**src/hdl/tccs_pkg.sv**
```systemverilog
// Shared widths, character codes, command codes and control structs of the text console.
package tccs_pkg;

	// Beat field widths
	localparam int CMD_W   = 2;
	localparam int CHAR_W  = 8;
	localparam int IDX_W   = 11;
	localparam int COL_W   = 7;
	localparam int ROW_W   = 5;
	localparam int LOC_W   = 11;
	localparam int CELL_W  = 16;
	localparam int ATTR_W  = 8;

	// Packed stream widths, padded to whole bytes
	localparam int S_TDATA_W = 24;
	localparam int M_TDATA_W = 40;

	// Configuration port
	localparam int APB_AW = 3;
	localparam int APB_DW = 32;
	localparam logic REG_TEXT_ATTR  = 1'b0;
	localparam logic REG_BLANK_ATTR = 1'b1;
	localparam logic [ATTR_W-1:0] TEXT_ATTR_RST  = 8'h07;
	localparam logic [ATTR_W-1:0] BLANK_ATTR_RST = 8'h05;

	// Commands
	localparam logic [CMD_W-1:0] CMD_PUT   = 2'd0;
	localparam logic [CMD_W-1:0] CMD_CLEAR = 2'd1;
	localparam logic [CMD_W-1:0] CMD_READ  = 2'd2;

	// Character codes
	localparam logic [CHAR_W-1:0] CH_BS    = 8'h08;
	localparam logic [CHAR_W-1:0] CH_TAB   = 8'h09;
	localparam logic [CHAR_W-1:0] CH_LF    = 8'h0A;
	localparam logic [CHAR_W-1:0] CH_CR    = 8'h0D;
	localparam logic [CHAR_W-1:0] CH_SPACE = 8'h20;
	localparam logic [CHAR_W-1:0] CH_LAST  = 8'h7F;

	// Controller to datapath
	typedef struct packed {
		logic take;      // input beat accepted this cycle
		logic step;      // advance the clear / scroll sweep by one cell
		logic load_out;  // load the result register
		logic out_read;  // result carries the read cell
	} tccs_cmd_t;

	// Datapath to controller
	typedef struct packed {
		logic scroll_need;  // the offered put overflows the last row
		logic sweep_last;   // sweep pointer sits on the last cell
	} tccs_stat_t;

endpackage

```
**src/hdl/tccs_ctrl.sv**
```systemverilog
// Controller state machine: handshakes, sequencing of reads and clear/scroll sweeps.
module tccs_ctrl
	import tccs_pkg::*;
(
	input  logic             clk,
	input  logic             arst_n,
	input  logic             s_tvalid,
	output logic             s_tready,
	input  logic [CMD_W-1:0] s_command,
	output logic             m_tvalid,
	input  logic             m_tready,
	input  tccs_stat_t       stat,
	output tccs_cmd_t        cmd
);

	typedef enum logic [1:0] {
		ST_IDLE,
		ST_RD,
		ST_SWEEP,
		ST_DRAIN
	} state_t;

	state_t state_q;
	state_t state_d;
	logic   m_valid_q;
	logic   out_free;

	assign out_free = !m_valid_q || m_tready;
	assign s_tready = (state_q == ST_IDLE) && out_free;
	assign m_tvalid = m_valid_q;

	// Decode the next step and the datapath commands
	always_comb begin
		state_d      = state_q;
		cmd.take     = 1'b0;
		cmd.step     = 1'b0;
		cmd.load_out = 1'b0;
		cmd.out_read = 1'b0;
		case (state_q)
			ST_IDLE: begin
				cmd.take = s_tvalid && s_tready;
				if (cmd.take) begin
					case (s_command)
						CMD_PUT: begin
							if (stat.scroll_need) begin
								state_d = ST_SWEEP;
							end else begin
								cmd.load_out = 1'b1;
							end
						end
						CMD_CLEAR: state_d = ST_SWEEP;
						CMD_READ:  state_d = ST_RD;
						default:   cmd.load_out = 1'b1;
					endcase
				end
			end
			ST_RD: begin
				cmd.load_out = 1'b1;
				cmd.out_read = 1'b1;
				state_d      = ST_IDLE;
			end
			ST_SWEEP: begin
				cmd.step = 1'b1;
				if (stat.sweep_last) begin
					state_d = ST_DRAIN;
				end
			end
			ST_DRAIN: begin
				cmd.load_out = 1'b1;
				state_d      = ST_IDLE;
			end
			default: state_d = ST_IDLE;
		endcase
	end

	// Hold state and the output valid flag
	always_ff @(posedge clk or negedge arst_n) begin
		if (!arst_n) begin
			state_q   <= ST_IDLE;
			m_valid_q <= 1'b0;
		end else begin
			state_q <= state_d;
			if (cmd.load_out) begin
				m_valid_q <= 1'b1;
			end else if (m_tready) begin
				m_valid_q <= 1'b0;
			end
		end
	end

	// A result is never loaded over one that has not been taken
	a_no_overwrite: assert property (@(posedge clk) disable iff (!arst_n)
		cmd.load_out |-> out_free)
		else $error("result register overwritten");

	// The drain cycle follows only the last sweep step
	a_drain_after_last: assert property (@(posedge clk) disable iff (!arst_n)
		state_q == ST_DRAIN |-> $past(state_q == ST_SWEEP && stat.sweep_last))
		else $error("drain entered before sweep end");

	// A read presents its beat in the cycle after the read state
	a_read_result: assert property (@(posedge clk) disable iff (!arst_n)
		state_q == ST_RD |=> m_valid_q)
		else $error("read result not presented");

endmodule

```
**config.mk**
```make
export PLATFORM = sky130hd
export DESIGN_NAME = tccs_ctrl
export DESIGN_NICKNAME = d
export VERILOG_FILES = /design/src/hdl/tccs_pkg.sv /design/src/hdl/tccs_ctrl.sv
export SDC_FILE = /design/constraint.sdc
export NUM_CORES = 1
export LEC_CHECK = 0
export ABC_AREA = 0
export ABC_CLOCK_PERIOD_IN_PS = 1100
export BUFFER_PORTS_ARGS = -buffer_cell sky130_fd_sc_hd__buf_2
export CORE_AREA = 2 2 39 41
export DETAILED_ROUTE_END_ITERATION = 8
export DIE_AREA = 0 0 41 43
export PLACE_DENSITY = 0.51
export RECOVER_POWER = 50
export SLEW_MARGIN = 20
export SYNTH_ARGS = -nofsm -noshare
export SYNTH_HDL_FRONTEND = slang
export SYNTH_SLANG_ARGS = --single-unit
```
**constraint.sdc**
```tcl
create_clock -name clk -period 1.1 [get_ports clk]
set_input_delay 0.055 -clock clk [delete_from_list [all_inputs] [get_ports clk]]
set_output_delay 0.055 -clock clk [all_outputs]
set_load 0.02 [all_outputs]
```
==> results by group, run 1 <==
Final layout
  • Commonest non-fill, non-tap cell in the layout: buf_4
  • Final Util: 35.4%
  • Final net count: 61
  • Non-filler instance count after layout: 65
  • Area growth from synthesis to layout: 99.0%
  • Most frequent cells in the layout: buf_4, buf_2, buf_6
  • Share of layout cells above drive strength 1: 65.3%
  • Diode count: 0

Die
  • Starting density of the core: 17.8%
  • Die H: 43 um
  • Die X-Extent: 41 um
  • FP Rows: 14
  • I/O pin total: 14
  • Die area: 1760 um2
  • Core ar.: 1380 um2

Detailed routing
  • DR WL/cell: 9.23 um
  • Final wirelength: 600 um
  • Vias per std cell: 4.08
  • First-pass DRT Iterations: 2
  • Via count: 265
  • Starting DRT DRC Count: 3
  • Remaining DRCs: 0
  • Antenna Nets Post-Route: 0

Flow run
  • Max_cap viols: 0

Worst hold path
  • Worst Hold Endpoint: state_q[0]$_DFFE_PN0P_
  • Hold Crit Start: stat[0]
  • Worst hold-check path type: in -> reg
  • Worst hold path stage count: 2

Timing
  • Achievable clock frequency: 0.780 GHz
  • Post-route minimum period: 1.28 ns
  • Final Hold Viols: 0
  • RSZ-0062 raised after global routing: yes
  • Final worst setup slack: -0.183 ns
  • Relative slew margins: 84.6%
  • Clk_skew: 0.000416 ns
  • Worst-Margin Slew: 0.230 ns
  • Final Max Slew Viols: 0
  • Final setup fails: 4
  • Final Cycle Share: 117%
  • Setup_tns: -0.518 ns

CTS
  • # H-tree levels: 1
  • Clock Tree Root: clkbuf_4
  • Clock Sinks: 3
  • Bufs on Longest Clock Path: 2
  • Clock transition at the registers of the reported paths: 0.04 ns
  • CTS tree: yes
  • Clk Latency, worst-skew pair: 0.23 ns
  • CTS buffer count: 3

Placed design
  • Final weighted congestion of routability-driven global placement: 0.608
  • Number of port buffers: 13
  • Placed cell count: 58

Synth
  • Cell count after synthesis: 23
  • Post-synth top area cell: dfrtp_1
  • Synth top area share: 30.5%
  • Synth Cell Area: 246 um2
  • Syn avg cell area: 10.7 um2
  • Synth Warn #: 0
  • Yosys reg bits: 3
  • Net Count, Synth: 34
  • Distinct cells, synth: 15
  • Synth area leaders: dfrtp_1, ha_1, nor2b_2
  • Register area share after synthesis: 30.5%

Critical path
  • R2R cell count: 3
  • Cell family with most CP delay: flip-flops
  • R2R setup slack: 0.02 ns
  • CP startpoint kind: register
  • Slowest CP cell: dfrtp_2
  • Required time of the critical path: 1.04 ns
  • CP peak stage delay: 0.44 ns
  • Crit Path Category: reg -> out
  • R2R Path End: state_q[0]$_DFFE_PN0P_
  • CP Capture Type: primary output
  • CP max FO: 4
  • WP data arrival: 1.23 ns
  • Crit-path cells: nor3_4 -> a31o_4 -> buf_6
  • Crit path buf inv count: 1
  • Reg2reg start: state_q[1]$_DFFE_PN0P_

Run status
  • Status: finished, violations left
  • Violated checks: negative setup slack

Global routing
  • Global route overflow: 0
  • Number of global-route vias before repair: 233
  • Pin count of the biggest net entering global routing: 6
  • Antenna violations before repair: 0
  • Total GRT Usage: 8.43%
  • Global-route wire length before repair: 883 um

Power and ir drop
  • Static Leak: 0.252 nW
  • PwrDens: 2410 nW/um2
  • Worst ir drop on vdd: 508 uV
-- per-stage QoR --
| stage | hold slack [ns] | cell area, um2 | power [mW] | setup WS [ns] |
|---|---|---|---|---|
| after floorplan | -0.241 | 264 | 0.570 | -0.133 |
| after global routing | 0.0491 | 490 | 1.28 | -0.245 |
| after CTS | 0.0522 | 480 | 1.17 | -0.189 |
| after detailed placement | -0.147 | 394 | 0.768 | -0.135 |
| final | 0.0544 | 490 | 1.18 | -0.183 |
| after global placement | -0.149 | 394 | 0.770 | -0.132 |
-- Yosys cell counts (all sizes together) --
cell type / count
inv: 3
nor2b: 4
mux2i: 1
a31o: 2
a211oi: 1
dfrtp: 3
nor2: 1
and2: 1
ha: 3
nor3: 1
a211o: 1
a21boi: 1
a32o: 1
-- worst max path at each step --
stage                           start  endpoint  slack [ns]  cells after the start
2_1_floorplan    m_tvalid$_DFFE_PN0P_    cmd[3]       -0.13                      3
3_3_place_gp             s_command[0]    cmd[1]       -0.13                      7
3_5_place_dp             s_command[0]    cmd[1]       -0.13                      7
4_1_cts          m_tvalid$_DFFE_PN0P_    cmd[1]       -0.19                      4
5_1_grt        state_q[1]$_DFFE_PN0P_    cmd[1]       -0.24                      3
6_report       state_q[1]$_DFFE_PN0P_    cmd[1]       -0.18                      3
-- sequential cells by signal (all words and copies together) (netlist names) --
signal / cells
m_tvalid: 1
state_q: 2
-- power by group --
part / total [mW] / internal, mW / leakage [nW] / switching [mW]
Combinational: 0.769 / 0.446 / 0.202 / 0.323
Clock: 0.194 / 0.136 / 0.0150 / 0.0580
Sequential: 0.218 / 0.163 / 0.0355 / 0.0560
-- per-layer routing --
metal / global-route usage, % / share of wire (%) / vias to the layer above
met4: 10.0 / 1.3 / 0
li1: - / - / 135
met3: 4.71 / 9.2 / 2
met2: 10.9 / 47 / 11
met1: 8.04 / 42 / 117
met5: 0 / 0 / -
-- area by class of cell --
class                      instances  area, um2
multi-input combinational         17        190
sequential                         3       77.6
fill                             146        893
timing repair buffer              22        165
tap                               16       20.0
inverter                           3       11.3
clock buffer                       4       26.3
-- repair_timing --
| action | in CTS | in global routing |
|---|---|---|
| resized for setup | 11 | 2 |
| pin swaps | 3 | 0 |
| endpoints found under the setup margin | 7 | 7 |
| hold buffers | 1 | 0 |
| buffers inserted | 2 | 0 |
| hold endpoints to repair | 3 | 0 |
-- kinds of logic (layout without fill, tap and decap cells) --
family                     after synthesis  in the layout  synth area share [%]
DFF                                      3              3                  30.5
AOI/OAI and AO/OA                        6              6                  22.8
adders and majority gates                3              3                  15.2
muxes                                    1              1                  4.06
buffers and inverters                    3             29                  4.57
and+or+nand+nor                          7              7                  22.8
Note: power is estimated with default switching activity, not from simulation.
==> inputs of run 2 (changes only) <==
--- a/config.mk
+++ b/config.mk
@@ -5,14 +5,15 @@
 export SDC_FILE = /design/constraint.sdc
 export NUM_CORES = 1
 export LEC_CHECK = 0
-export ABC_AREA = 0
+export ABC_AREA = 1
 export ABC_CLOCK_PERIOD_IN_PS = 1100
 export BUFFER_PORTS_ARGS = -buffer_cell sky130_fd_sc_hd__buf_2
 export CORE_AREA = 2 2 39 41
 export DETAILED_ROUTE_END_ITERATION = 8
 export DIE_AREA = 0 0 41 43
-export PLACE_DENSITY = 0.51
+export PLACE_DENSITY = 0.54
 export RECOVER_POWER = 50
+export REMOVE_ABC_BUFFERS = 1
 export SLEW_MARGIN = 20
 export SYNTH_ARGS = -nofsm -noshare
 export SYNTH_HDL_FRONTEND = slang
==> run 2 against run 1 <==
Effect of this change: the flow still finishes with violations (negative setup slack); cell area up 2.3%; register-to-register slack lost 0.08 ns; combinational power increased by 22%; critical path depth increased by 2; global-route usage rose by 0.90 points; cell count increased by 28%; sequential share of layout area decreased by 0.85 points; critical path type unchanged; largest cell class unchanged; highest routed layer unchanged.
==> results by group, run 2 <==
Run status
  • Status: finished, violations left
  • Violated checks: negative setup slack

Critical path
  • Required time of the critical path: 1.04 ns
  • CP max FO: 3
  • CP dominant cell by count: buf_4
  • R2R Path End: state_q[1]$_DFFE_PN0P_
  • CP startpoint kind: register
  • Crit-path cells: buf_4 -> inv_4 -> buf_4 -> o21ai_1 -> buf_4
  • CP peak stage delay: 0.39 ns
  • Crit Path Category: reg -> out
  • R2R setup slack: -0.06 ns
  • Reg2reg start: state_q[0]$_DFFE_PN0P_
  • Worst setup path start: state_q[0]$_DFFE_PN0P_
  • CP Capture Type: primary output
  • R2R cell count: 8
  • Slowest CP cell: dfrtp_1
  • WP data arrival: 1.16 ns
  • Critical Path End: cmd[1]

Detailed routing
  • Vias per std cell: 4.11
  • Starting DRT DRC Count: 2
  • Final wirelength: 720 um
  • DR WL/cell: 8.67 um
  • First-pass DRT Iterations: 2
  • Via count: 341
  • Antenna Nets Post-Route: 0
  • Remaining DRCs: 0

Timing
  • RSZ-0062 raised after global routing: yes
  • Post-route minimum period: 1.22 ns
  • Final setup fails: 6
  • Final Max Slew Viols: 0
  • Final Hold Viols: 0
  • Final Cycle Share: 111%
  • Relative slew margins: 88.2%
  • Worst-Margin Slew: 0.177 ns
  • Final worst setup slack: -0.116 ns
  • Clk_skew: 0.00112 ns
  • Hold Slack: 0.0885 ns
  • Setup_tns: -0.372 ns
  • Achievable clock frequency: 0.822 GHz

Synth
  • Largest family of logic cells by synthesized area: simple AND/OR/NAND/NOR gates
  • Cell count after synthesis: 41
  • Simple logic cell fraction of the synthesized area: 33.2%
  • EDFF count, synth: 0
  • Compound-Gate Fraction of Synth Area: 13.0%
  • Synth Warn #: 0
  • FFs w/ async S/R, synth: 100%
  • Most frequent cell after synthesis: inv_1
  • Synth top area share: 26.9%
  • Primary FF master, synth: dfrtp_1
  • Synth top cells by count: inv_1, nand2_1, nor2_1
  • Synth Cell Area: 279 um2
  • Syn avg cell area: 6.81 um2
  • Synth Area in Adders: 13.5%
  • Distinct cells, synth: 14
  • Post-synth top area cell: dfrtp_1
  • Register area share after synthesis: 26.9%
  • Yosys reg bits: 3
  • Mux contribution to synthesized area: 0%
  • Synth Area in XOR/XNOR: 0%
  • Synth area leaders: dfrtp_1, ha_1, inv_1

Power and ir drop
  • Switching Power: 597 uW
  • Switching Fraction: 44.1%
  • Internal power: 756 uW
  • Comb power frac: 69.3%
  • Clock share of power: 14.5%
  • Sequential fraction of design power: 16.2%
  • Worst ir drop on vdd: 885 uV
  • Static Leak: 0.284 nW
  • PnR Total Power: 1.35 mW
  • PwrDens: 2700 nW/um2

Die
  • FP Rows: 14
  • Core ar.: 1380 um2
  • Die X-Extent: 41 um
  • Die H: 43 um
  • Die area: 1760 um2
  • I/O pin total: 14
  • Starting density of the core: 20.2%

Final layout
  • Register Area: 75.1 um2
  • Final net count: 79
  • Commonest non-fill, non-tap cell in the layout: buf_4
  • Multi-input gate area: 183 um2
  • Max reg flops: 2
  • Largest Register: state_q
  • Diode count: 0
  • Most frequent cells in the layout: buf_4, inv_1, buf_2
  • Fill cells: 153
  • Area growth from synthesis to layout: 79.8%
  • Final Util: 36.3%
  • Share of layout cells above drive strength 1: 52.2%

Worst hold path
  • Worst hold-check path type: in -> reg
  • Worst hold path stage count: 4

Global routing
  • GR Util met2: 13.8%
  • M1 GR Usage: 9.00%
  • GRT busiest layer: met2
  • Global-route wire length before repair: 1040 um
  • Met3 Usage GRT: 1.57%
  • Antenna violations before repair: 0
  • Number of global-route vias before repair: 303
  • Global route overflow: 0
  • Pin count of the biggest net entering global routing: 5
  • Total GRT Usage: 9.34%

Flow run
  • Max_cap viols: 0

CTS
  • Clock transition at the registers of the reported paths: 0.04 ns
  • CTS tree: yes
  • Clk Latency, worst-skew pair: 0.24 ns
  • Clock Sinks: 3
  • # H-tree levels: 1
  • CTS buffer count: 3
  • Bufs on Longest Clock Path: 2
  • Clock Tree Root: clkbuf_4

Placed design
  • DPL Wire Length: 497 um
  • Final weighted congestion of routability-driven global placement: 0.783
  • Number of port buffers: 13
  • Place WS: 0.00356 ns
==> run 2: changes by cell type after synthesis, moves of 2 or more <==
cell,delta
inv_2,+2
inv_1,+5
nor2b_2,-2
nand2_1,+5
nand3_1,+3
nor2_2,+3
nor2b_1,-2
a21oi_1,+3
nor2_1,+3
nand2_2,+3
==> run 2: power by group through the flow <==
stage                     clock (mW)  combinational (mW)  sequential, mW
after floorplan                    0               0.409           0.240
after global placement             0               0.588           0.226
after detailed placement           0               0.590           0.227
after CTS                      0.206               0.819           0.223
after global routing           0.219                1.02           0.224
final                          0.196               0.937           0.219
==> run 2: stage by stage <==
stage	cells	instance area [um2]
final	83	502
after global routing	83	502
after CTS	81	473
after detailed placement	70	364
after global placement	70	364
after floorplan	41	279
==> run 2: final cells by class <==
| class | count | area share (%) |
|---|---|---|
| multi-input cells | 28 | 36.4 |
| repair buffers | 22 | 31.4 |
| flip-flops and latches | 3 | 15.0 |
| inverters | 10 | 7.98 |
| clock buffers | 4 | 5.24 |
| well taps | 16 | 3.99 |
==> run 2: cells by family after synthesis <==
| group | Yosys count |
|---|---|
| buf+inv | 10 |
| flops | 3 |
| fa+ha+maj | 3 |
| compound gates | 6 |
| simple gates | 19 |
==> run 2: worst max-delay path, delay by kind of cell (launching register included) <==
family	cells	cell delay [ns]
AO/OA/AOI/OAI	1	0.06
buffers and inverters	4	0.47
flip-flops	1	0.39
==> run 2: how the worst min path moves through the flow <==
stage               startpoint                      to  slack, ns
finish                 stat[0]  state_q[1]$_DFFE_PN0P_       0.09
detailed placement      arst_n    m_tvalid$_DFFE_PN0P_      -0.15
floorplan               arst_n    m_tvalid$_DFFE_PN0P_      -0.24
global placement        arst_n  state_q[1]$_DFFE_PN0P_      -0.15
CTS                    stat[0]  state_q[1]$_DFFE_PN0P_       0.08
global route           stat[0]  state_q[1]$_DFFE_PN0P_        0.1
==> run 2: per-layer routing <==
metal,vias up,wire [um]
met1,149,260
met5,-,0
met2,12,390
met4,0,27
li1,177,-
met3,3,41
==> run 2: timing repair <==
item                                    4_1_cts  5_1_grt
hold buffers                                  1        0
setup buffers                                 6        2
endpoints found under the setup margin        3        7
pin swaps                                     4        0
hold endpoints to repair                      3        0
gates resized for setup                       9        4
